$ cat config.mk
export PLATFORM = sky130hd
export DESIGN_NAME = admission_ratio_hill_climber
export DESIGN_NICKNAME = d
export VERILOG_FILES = /design/src/hw/rtl/arhc_pkg.sv /design/src/hw/rtl/arhc_ctrl.sv /design/src/hw/rtl/admission_ratio_hill_climber.sv
export VERILOG_INCLUDE_DIRS = /design/src /design/src/hw/rtl
export SDC_FILE = /design/constraint.sdc
export NUM_CORES = 1
export LEC_CHECK = 0
export BUFFER_PORTS_ARGS = -buffer_cell sky130_fd_sc_hd__buf_2
export CAP_MARGIN = 5
export CORE_MARGIN = 2
export CORE_UTILIZATION = 62
export CTS_CLUSTER_DIAMETER = 120
export DETAILED_ROUTE_END_ITERATION = 16
export PLACE_DENSITY = 0.8
export SYNTH_ARGS = -nofsm -noshare
export SYNTH_HDL_FRONTEND = slang
export SYNTH_HIERARCHICAL = 1
export SYNTH_SLANG_ARGS = --single-unit
$ cat constraint.sdc
create_clock -name clk -period 5.46 [get_ports clk]
set_input_delay 0.819 -clock clk [delete_from_list [all_inputs] [get_ports clk]]
set_output_delay 0.819 -clock clk [all_outputs]
set_load 0.02 [all_outputs]
$ cat src/hw/rtl/admission_ratio_hill_climber_defines.svh
// ----------------------------------------------------------------------------
// Admission ratio hill climber assertion macros
// Shared concurrent assertion forms for the hill climber RTL.
// ----------------------------------------------------------------------------
`ifndef ADMISSION_RATIO_HILL_CLIMBER_DEFINES_SVH
`define ADMISSION_RATIO_HILL_CLIMBER_DEFINES_SVH

// Same-cycle implication, disabled during reset.
`define ARHC_ASSERT_NOW(label, clk, rst, ante, cons, msg) \
  label: assert property (@(posedge clk) disable iff (rst) (ante) |-> (cons)) \
    else $error(msg);

// Next-cycle implication, disabled during reset.
`define ARHC_ASSERT_NEXT(label, clk, rst, ante, cons, msg) \
  label: assert property (@(posedge clk) disable iff (rst) (ante) |=> (cons)) \
    else $error(msg);

`endif

$ cat src/hw/rtl/arhc_pkg.sv
`timescale 1ns / 1ps
// ----------------------------------------------------------------------------
// arhc_pkg
// Types, codes and constants shared by the admission ratio hill climber.
// ----------------------------------------------------------------------------
package arhc_pkg;

  localparam int RATIO_W = 17;
  localparam int SAMPLE_W = 16;
  localparam int SCORE_W = 18;

  localparam logic [RATIO_W-1:0] Q_ONE = 17'h10000;
  localparam logic signed [SCORE_W-1:0] MINUS_ONE = -18'sd65536;

  // Register indexes of the configuration port.
  localparam logic REG_RATIO_STEP = 1'b0;
  localparam logic REG_STAB_MARGIN = 1'b1;

  localparam logic [RATIO_W-1:0] RATIO_STEP_RESET = 17'd6554;
  localparam logic [SAMPLE_W-1:0] STAB_MARGIN_RESET = 16'd655;

  // Phase codes as seen on the phase output.
  localparam logic [2:0] PC_FILL = 3'd0;
  localparam logic [2:0] PC_SETTLE = 3'd1;
  localparam logic [2:0] PC_BASE = 3'd2;
  localparam logic [2:0] PC_DOWN = 3'd3;
  localparam logic [2:0] PC_UP = 3'd4;

  typedef enum logic [4:0] {
    PH_FILL   = 5'b00001,
    PH_SETTLE = 5'b00010,
    PH_BASE   = 5'b00100,
    PH_DOWN   = 5'b01000,
    PH_UP     = 5'b10000
  } phase_t;

  typedef struct packed {
    logic [RATIO_W-1:0]  ratio_step;
    logic [SAMPLE_W-1:0] stability_margin;
  } cfg_t;

  typedef struct packed {
    logic                cache_full;
    logic [SAMPLE_W-1:0] hit_rate_sample;
    logic [SAMPLE_W-1:0] perf_sample;
  } item_t;

  typedef struct packed {
    logic [2:0]         phase;
    logic [RATIO_W-1:0] admit_ratio;
    logic               replace_enable;
    logic               clear_stats;
  } result_t;

  function automatic logic [2:0] phase_code(input phase_t ph);
    logic [2:0] code;
    code = PC_FILL;
    case (ph)
      PH_FILL:   code = PC_FILL;
      PH_SETTLE: code = PC_SETTLE;
      PH_BASE:   code = PC_BASE;
      PH_DOWN:   code = PC_DOWN;
      PH_UP:     code = PC_UP;
      default:   code = PC_FILL;
    endcase
    return code;
  endfunction

endpackage

$ cat src/hw/rtl/arhc_ctrl.sv
`timescale 1ns / 1ps
// ----------------------------------------------------------------------------
// arhc_ctrl
// Hill-climbing controller state and its one-request update.
// ----------------------------------------------------------------------------
module arhc_ctrl (
  input  logic              clk,
  input  logic              rst,
  input  logic              step_en,
  input  arhc_pkg::cfg_t    cfg,
  input  arhc_pkg::item_t   item,
  output arhc_pkg::result_t result
);

  arhc_pkg::phase_t phase, phase_next;
  logic [arhc_pkg::RATIO_W-1:0] ratio, ratio_next;
  logic replace, replace_next;
  logic signed [arhc_pkg::SCORE_W-1:0] prev_hit_rate, prev_hit_rate_next;
  logic [arhc_pkg::RATIO_W-1:0] base_ratio, base_ratio_next;
  logic [arhc_pkg::RATIO_W-1:0] down_ratio, down_ratio_next;
  logic [arhc_pkg::RATIO_W-1:0] up_ratio, up_ratio_next;
  logic [arhc_pkg::SAMPLE_W-1:0] base_score, base_score_next;
  logic signed [arhc_pkg::SCORE_W-1:0] down_score, down_score_next;
  logic clear;

  logic signed [arhc_pkg::SCORE_W-1:0] hit_diff;
  logic [arhc_pkg::SCORE_W-1:0] hit_dist;
  logic stable;
  logic step_fits;
  logic [arhc_pkg::RATIO_W-1:0] cand_down;
  logic [arhc_pkg::SCORE_W-1:0] up_sum;
  logic [arhc_pkg::RATIO_W-1:0] cand_up;
  logic down_wins;
  logic up_wins;

  // The hit-rate difference is taken at 18 bits, so it never wraps.
  assign hit_diff = $signed({2'b00, item.hit_rate_sample}) - prev_hit_rate;
  assign hit_dist = hit_diff[arhc_pkg::SCORE_W-1] ? 18'(-hit_diff) : 18'(hit_diff);
  assign stable = hit_dist < {2'b00, cfg.stability_margin};

  assign step_fits = ratio > cfg.ratio_step;
  assign cand_down = step_fits ? (ratio - cfg.ratio_step) : '0;
  assign up_sum = {1'b0, ratio} + {1'b0, cfg.ratio_step};
  assign cand_up = (up_sum > {1'b0, arhc_pkg::Q_ONE}) ? arhc_pkg::Q_ONE
                                                      : up_sum[arhc_pkg::RATIO_W-1:0];

  // Ties go to the minus step first, then to the plus step.
  assign down_wins = (down_score >= $signed({2'b00, base_score})) &&
                     (down_score >= $signed({2'b00, item.perf_sample}));
  assign up_wins = item.perf_sample >= base_score;

  always_comb begin
    phase_next = phase;
    ratio_next = ratio;
    replace_next = replace;
    prev_hit_rate_next = prev_hit_rate;
    base_ratio_next = base_ratio;
    down_ratio_next = down_ratio;
    up_ratio_next = up_ratio;
    base_score_next = base_score;
    down_score_next = down_score;
    clear = 1'b0;
    if (!item.cache_full) begin
      phase_next = arhc_pkg::PH_FILL;
    end else begin
      unique case (phase)
        arhc_pkg::PH_SETTLE: begin
          ratio_next = arhc_pkg::Q_ONE;
          prev_hit_rate_next = $signed({2'b00, item.hit_rate_sample});
          if (stable) begin
            phase_next = arhc_pkg::PH_BASE;
            replace_next = 1'b0;
          end else begin
            replace_next = 1'b1;
            clear = 1'b1;
            base_ratio_next = arhc_pkg::Q_ONE;
          end
        end
        arhc_pkg::PH_BASE: begin
          base_score_next = item.perf_sample;
          base_ratio_next = ratio;
          down_ratio_next = cand_down;
          up_ratio_next = cand_up;
          clear = 1'b1;
          if (!step_fits) begin
            down_score_next = arhc_pkg::MINUS_ONE;
            ratio_next = cand_up;
            phase_next = arhc_pkg::PH_UP;
          end else begin
            ratio_next = cand_down;
            phase_next = arhc_pkg::PH_DOWN;
          end
        end
        arhc_pkg::PH_DOWN: begin
          down_score_next = $signed({2'b00, item.perf_sample});
          ratio_next = up_ratio;
          phase_next = arhc_pkg::PH_UP;
          clear = 1'b1;
        end
        arhc_pkg::PH_UP: begin
          clear = 1'b1;
          if (down_wins) begin
            ratio_next = down_ratio;
          end else if (up_wins) begin
            ratio_next = up_ratio;
          end else begin
            ratio_next = base_ratio;
          end
          // The current ratio kept at 1.0 goes back to settling directly.
          if (!down_wins && !up_wins && base_ratio == arhc_pkg::Q_ONE) begin
            phase_next = arhc_pkg::PH_SETTLE;
          end else begin
            phase_next = stable ? arhc_pkg::PH_SETTLE : arhc_pkg::PH_BASE;
          end
        end
        default: begin
          phase_next = arhc_pkg::PH_SETTLE;
        end
      endcase
    end
  end

  always_ff @(posedge clk) begin
    if (rst) begin
      phase <= arhc_pkg::PH_FILL;
      ratio <= arhc_pkg::Q_ONE;
      replace <= 1'b1;
      prev_hit_rate <= arhc_pkg::MINUS_ONE;
      base_ratio <= '0;
      down_ratio <= '0;
      up_ratio <= '0;
      base_score <= '0;
      down_score <= '0;
    end else if (step_en) begin
      phase <= phase_next;
      ratio <= ratio_next;
      replace <= replace_next;
      prev_hit_rate <= prev_hit_rate_next;
      base_ratio <= base_ratio_next;
      down_ratio <= down_ratio_next;
      up_ratio <= up_ratio_next;
      base_score <= base_score_next;
      down_score <= down_score_next;
    end
  end

  assign result.phase = arhc_pkg::phase_code(phase_next);
  assign result.admit_ratio = ratio_next;
  assign result.replace_enable = replace_next;
  assign result.clear_stats = clear;

endmodule

$ cat src/hw/rtl/admission_ratio_hill_climber.sv
`timescale 1ns / 1ps
// ----------------------------------------------------------------------------
// admission_ratio_hill_climber
// Tunes a cache load-admission ratio from one measurement per timer tick.
// ----------------------------------------------------------------------------
// Each accepted request (one tick's measurement) yields exactly one result.
// The block takes one request per clock cycle while in_stall is low. The
// request waits in the input register; as it advances, the controller state
// is updated and the result is written into the output register, which
// drives the outputs. A stalled result holds the input register, and the
// input stalls only while both registers are full and the result is
// stalled. Configuration writes take effect on the next tick processed.
`include "admission_ratio_hill_climber_defines.svh"

module admission_ratio_hill_climber (
  input  logic                           clk,
  input  logic                           rst,
  input  logic                           cfg_we,
  input  logic                           cfg_index,
  input  logic [arhc_pkg::RATIO_W-1:0]   cfg_wdata,
  input  logic                           in_valid,
  output logic                           in_stall,
  input  logic                           cache_full,
  input  logic [arhc_pkg::SAMPLE_W-1:0]  hit_rate_sample,
  input  logic [arhc_pkg::SAMPLE_W-1:0]  perf_sample,
  output logic                           out_valid,
  input  logic                           out_stall,
  output logic [2:0]                     phase,
  output logic [arhc_pkg::RATIO_W-1:0]   admit_ratio,
  output logic                           replace_enable,
  output logic                           clear_stats
);

  arhc_pkg::cfg_t cfg;
  arhc_pkg::item_t in_q;
  logic in_q_valid;
  arhc_pkg::result_t step_result;
  arhc_pkg::result_t out_q;
  logic out_take;
  logic advance;
  logic in_accept;
  logic scoring_out;
  logic ratio_ok;

  always_ff @(posedge clk) begin
    if (rst) begin
      cfg.ratio_step <= arhc_pkg::RATIO_STEP_RESET;
      cfg.stability_margin <= arhc_pkg::STAB_MARGIN_RESET;
    end else if (cfg_we) begin
      unique case (cfg_index)
        arhc_pkg::REG_RATIO_STEP:  cfg.ratio_step <= cfg_wdata;
        arhc_pkg::REG_STAB_MARGIN: cfg.stability_margin <= cfg_wdata[arhc_pkg::SAMPLE_W-1:0];
        default: ;
      endcase
    end
  end

  assign out_take = !out_valid || !out_stall;
  assign advance = in_q_valid && out_take;
  assign in_stall = in_q_valid && !out_take;
  assign in_accept = in_valid && !in_stall;

  always_ff @(posedge clk) begin
    if (rst) begin
      in_q_valid <= 1'b0;
    end else if (in_accept) begin
      in_q_valid <= 1'b1;
    end else if (advance) begin
      in_q_valid <= 1'b0;
    end
  end

  always_ff @(posedge clk) begin
    if (in_accept) begin
      in_q.cache_full <= cache_full;
      in_q.hit_rate_sample <= hit_rate_sample;
      in_q.perf_sample <= perf_sample;
    end
  end

  arhc_ctrl u_ctrl (
    .clk     (clk),
    .rst     (rst),
    .step_en (advance),
    .cfg     (cfg),
    .item    (in_q),
    .result  (step_result)
  );

  always_ff @(posedge clk) begin
    if (rst) begin
      out_valid <= 1'b0;
    end else if (advance) begin
      out_valid <= 1'b1;
    end else if (!out_stall) begin
      out_valid <= 1'b0;
    end
  end

  always_ff @(posedge clk) begin
    if (advance) begin
      out_q <= step_result;
    end
  end

  assign phase = out_q.phase;
  assign admit_ratio = out_q.admit_ratio;
  assign replace_enable = out_q.replace_enable;
  assign clear_stats = out_q.clear_stats;

  assign scoring_out = out_valid &&
                       (phase == arhc_pkg::PC_DOWN || phase == arhc_pkg::PC_UP);
  assign ratio_ok = admit_ratio <= arhc_pkg::Q_ONE;

  // Every scoring step asks for fresh statistics.
  `ARHC_ASSERT_NOW(a_score_clears, clk, rst, scoring_out, clear_stats, "scoring without clear")
  // The ratio never leaves the range zero to one.
  `ARHC_ASSERT_NOW(a_ratio_bound, clk, rst, out_valid, ratio_ok, "admission ratio above one")
  // A held request moves to the result register as soon as it is free.
  `ARHC_ASSERT_NEXT(a_advance, clk, rst, advance, out_valid, "held request not advanced")

endmodule
# Word level (Yosys, flattened, before mapping)
# Cells that the tools add are included.
[classes]
addsub = 4
n_lt_le_gt_ge = 6
n_eq_ne = 12
mux = 27
n_bitwise = 1
n_reduce_logical = 23
[op_table]
columns = ["operator", "n"]
rows = [
  ["$mux 17", 7],
  ["$pmux 17 s4", 1],
  ["$ge 18x17->1", 2],
  ["$mux 18", 2],
  ["$pmux 18 s2", 1],
  ["$pmux 17 s2", 1],
  ["$mux 5", 4],
  ["$pmux 5 s4", 1],
  ["$add 17x17->18", 1],
  ["$gt 18x17->1 const B", 1],
  ["$lt 18x16->1", 1],
  ["$neg 18->18", 1],
  ["$sub 17x18->18", 1],
  ["$eq 17x17->1 const B", 1],
  ["$gt 17x17->1", 1],
  ["$sub 17x17->17", 1],
  ["$ge 16x16->1", 1],
  ["$pmux 3 s4", 1],
  ["$eq 5x2->1 const B", 2],
  ["$eq 5x3->1 const B", 2],
  ["$eq 5x4->1 const B", 2],
  ["$eq 5x5->1 const B", 2],
  ["$reduce_and 4->1", 2],
  ["$mux 1", 7],
  ["other kinds (12)", 27],
]
[word_totals]
regBits = 216
inputBits = 56
output_inout_bits = 24
word_cells = 93

# Depth between registers and ports, before layout
[depth]
word_depth = 10
mapped_depth = 24
ltp_nobuf = 21

# Modules after synthesis
# The synthesis kept the hierarchy.
[by_module_without_submodules]
columns = ["mod", "n_inst", "cells_per_inst", "area_each_um2", "seq_area_each_um2"]
rows = [
  ["arhc_ctrl", 1, 1412, 10342.4, 2482.4],
  ["admission_ratio_hill_climber", 1, 201, 3131.8, 2352.3],
]

# Least setup slack after synthesis
# OpenSTA, ideal clock, no wires.
[synth_timing]
path_kind = "reg-to-reg"
startpoint = "register in_q[16] (netlist bit)"
endpoint = "register u_ctrl/base_ratio[16] (netlist bit)"
setup_ns = 0.119
arrival_ns = 4.451
required_ns = 5.341
slack_ns = 0.890
stages_incl_launch_ff = 22
n_path_buf = 0
period_less_slack_ns = 4.570
path_cell_list = "edfxtp_1 > inv_1 > ha_1 > fa_1 > nand2b_1 > a31oi_1 > o41ai_1 > a2111oi_4 > o2111ai_2 > nor4b_4 > a21oi_1 > xor2_1 > ha_1 > a2111oi_0 > o21ai_0 > o21ai_0 > o31a_1 > nand3_1 > o211ai_2 > nor2_2 > o21a_2 > o221a_1"
[synth_via]
elab_chain_cells = 6
[synth_lines]
columns = ["item", "line", "source"]
rows = [
  ["start: declaration", "admission_ratio_hill_climber.sv:35", "arhc_pkg::item_t in_q;"],
  ["$sub 17x18->18 (*)", "arhc_ctrl.sv:37", "assign hit_diff = $signed({2'b00, item.hit_rate_sample}) - prev_hit_rate;"],
  ["$neg 18->18", "arhc_ctrl.sv:38", "assign hit_dist = hit_diff[arhc_pkg::SCORE_W-1] ? 18'(-hit_diff) : 18'(hit_diff);"],
  ["$mux 18 (*)", "arhc_ctrl.sv:38", ""],
  ["$lt 18x16->1 (*)", "arhc_ctrl.sv:39", "assign stable = hit_dist < {2'b00, cfg.stability_margin};"],
  ["$ne 2x2->1 (no line) (*)", "n/a", ""],
  ["$reduce_and 4->1 (no line) (*)", "n/a", ""],
  ["end signal: assignment", "arhc_ctrl.sv:139", "base_ratio <= base_ratio_next;"],
  ["end: declaration", "arhc_ctrl.sv:19", "logic [arhc_pkg::RATIO_W-1:0] base_ratio, base_ratio_next;"],
]
# Every way passes the cells marked *; elsewhere a longest branch is shown, timed or not.
# A chain may end at the register's enable or synchronous reset.

# Final worst setup path
# Ends and elaborated chain as after synthesis.

==> impl_metrics.ini <==
[yosys]
synth_area_in_compound_gates_pct = 20.8
synth_area_sq_mm = 0.0135
synth_area_per_cell_sq_um = 8.35
synthesis.nets = 1786
synth-edff-count = 55
number_of_storage_elements_in_the_synthesis_netlist = 214
yosys_warnings = 6
combinational_family_with_the_most_area_after_synthesis = compound AO/OA/AOI/OAI gates
yosysSeqAreaShare_pct = 35.9
synthesis.instances = 1613
synth.area.mux_share_pct = 3.25
postSynth.asyncResetShare_pct = 0
yosys_most_used_dff = dfxtp_1
synth_xor_xnor_area_share_pct = 2.67
synth.lib_cells_used.distinct = 92
adder_cell_share_of_the_synthesized_area_pct = 11.0
synth_simple_gate_area_share_pct = 19.9

[floorplan]
top_level_ports = 80
initial_core_util_pct = 63.7
design.die.area_sq_mm = 0.0229
fp.dieW_microns = 151
placeable_core_region_sq_mm = 0.0212
num_rows = 53
die-height_microns = 151

[power]
vdd.ir_drop.worst_v = 0.000235
leakage_component_of_the_power_uw = 0.00591
powerDensity_mw_per_mm2 = 250

[drt]
vias = 12069
post_drt_via_cell_ratio = 6.21
detailedRoute.firstIterationViolations = 1019
antenna_violating_nets_post_route = 0
remaining_drc_errors = 0
avgRoutedWirePerCell_microns = 18.9
totalWireLength_microns = 36800
drt_first_pass_iters = 6

[critical_path]
critical_path_peak_fanout = 17
critPathCaptureType = flip-flop
cp-start-kind = flip-flop
rr_worst_depth = 21
worstSetupPathType = reg2reg
crit_required_ns = 5.88
worstPathArrival_ns = 5.57

[placed_design]
place.detailed.hpwl_microns = 26000
io_buffer_count = 79
gp_congestion = 1.02

[clocking]
worstSkewPairLatency_ns = 0.54
cts.hold.buffers_added = 0
cts_buffer_count = 24
ctsRootBufferMaster = clkbuf_16
tritoncts_num_sinks = 214
clk_transition_reported_paths_ns = 0.06
tritoncts_clock_tree = done
cts_buffer_depth = 3
cts_htree_levels = 1

[hold_path]
holdPathStages = 1
hold_path_class = in2reg

[timing]
min_period_ns = 5.15
post-route-period-util_pct = 94.3
max_slew.worst_pin.slew_ns = 1.11
finalClockSkew_ns = 0.0230
maxSlewHeadroom_pct = 25.9
fmax_mhz = 194
timing.final.max_slew_violations = 0
hold_slack_ns = 0.452
report.final.hold_viol_count = 0
setup_viol = 0

[grt]
via_count_of_the_first_global_routing_pass = 11372
groute.usage.overall_pct = 31.7
global_route_wire_length_before_repair_microns = 57800
largest_net_degree_at_the_start_of_global_routing = 80
overflow = 0
grt_antenna_before_repair = 0

[cells_and_area]
antenna_fix_cells = 0
synthToLayoutAreaGrowth_pct = 9.66
layout_cells_sized_above_1_pct = 10.6
num-nets-final = 1823
final_core_util_pct = 69.8

[run]
timing.max_cap.violations = 0

[run_status]
outcome = finished, final reports clean
-- through the flow --
step | std cells | setup TNS, ns | power [uW] | instance area (sq um) | worst slack, ns
finish | 1943 | 0 | 3700 | 14800 | 0.310
global route | 1943 | -0.0214 | 3820 | 14800 | -0.0214
CTS | 1939 | 0 | 3700 | 14700 | 0.0640
floorplan | 1613 | 0 | 2000 | 13500 | 0.890
detailed placement | 1895 | 0 | 2100 | 13900 | 0.121
global placement | 1895 | 0 | 2100 | 13900 | 0.265
-- layer usage --
metal  global-route usage (%)  wire, microns
met2                     50.8          16600
met5                        0              0
met1                     42.5          15700
met3                     7.14           3380
met4                     10.0           1050
-- registers in the layout (all words and copies together) (netlist names), 16 cells and up --
| register | flops |
|---|---|
| admit_ratio | 17 |
| cfg | 33 |
| in_q | 33 |
| u_ctrl/base_ratio | 17 |
| u_ctrl/base_score | 16 |
| u_ctrl/down_ratio | 17 |
| u_ctrl/down_score | 17 |
| u_ctrl/prev_hit_rate | 17 |
| u_ctrl/ratio | 17 |
| u_ctrl/up_ratio | 17 |
-- path summary, 6_finish.rpt --
kind                                      startpoint                    end  slack [ns]
worst max-delay path                        in_q[16]  u_ctrl/base_ratio[16]        0.31
worst min-delay path                  perf_sample[8]                in_q[8]        0.45
worst max register to register              in_q[16]  u_ctrl/base_ratio[16]        0.31
worst min register to register  u_ctrl/down_ratio[3]   u_ctrl/down_ratio[3]        0.45
-- report_power, final --
group | switching [uW] | leakage (uW) | internal, uW
Clock | 660 | 0.000380 | 945
Combinational | 251 | 0.00372 | 149
Sequential | 26.9 | 0.00182 | 1660
Total | 938 | 0.00591 | 2760
-- worst max-delay path: stages, from the launching register on --
cell and delay, ns:
edfxtp_1 0.34, inv_1 0.05, ha_1 0.21, fa_1 0.43, nand2b_1 0.26, a31oi_4 0.25
o41ai_1 0.14, a2111oi_4 0.41, o2111ai_2 0.24, nor2_1 0.18, a21oi_1 0.11, xnor2_1 0.14
ha_1 0.32, a2111oi_2 0.39, o21ai_0 0.13, o21ai_0 0.09, o31a_1 0.20, nand3_1 0.12
o211ai_4 0.38, nor2_2 0.06, o21a_2 0.32, o221a_1 0.26
-- synth_stat cells, types with 22 or more instances --
cell type,instances,area share (%)
a211oi_1,26,1.4
a21oi_1,169,6.3
clkbuf_1,54,1.5
dfxtp_1,159,24
edfxtp_1,55,12
ha_1,114,11
inv_1,118,3.3
mux2i_1,37,2.7
nand2_1,192,5.3
nand2b_1,32,1.5
nand3_1,67,2.5
nor2_1,143,4.0
nor3_1,22,0.82
o21ai_0,56,2.1
xnor2_1,32,2.1
-- what timing repair did --
item / in CTS / in global routing
resized for setup: 2 / 6
pin swaps: 0 / 4
setup endpoints to repair: 1 / 22
setup buffers: 0 / 4
-- cell families (layout without fill, tap and decap cells) --
logic type,Yosys count,after routing
DFF,214,214
and+or+nand+nor,564,564
AOI/OAI and AO/OA,431,431
adders and majority gates,117,117
buffers and inverters,203,258
muxes,43,43
xor gates and xnor gates,41,41
-- cell usage in the layout (no fill, tap or decap), types with 16 or more instances in the layout --
master and instances:
buf_2 78, o21ai_1 20, dfxtp_1 159, edfxtp_1 55, xnor2_1 31, a211oi_1 26, nor3_1 22, nand2_1 191
buf_4 17, nand3_1 67, clkbuf_16 24, o21ai_0 56, and3_1 16, nor2_1 141, mux2i_1 37, inv_1 118
a21o_1 16, ha_1 114, nand2b_1 32, a21oi_1 168
-- area by class of cell --
class	instances	area, sq um
Clock inverter	13	130
Sequential cell	214	4830
Multi-Input combinational cell	1196	7850
Timing Repair Buffer	95	518
Tap cell	275	344
Fill cell	1758	6380
Clock buffer	31	657
Inverter	119	447
No activity file was read; power rests on OpenSTA's default activity.
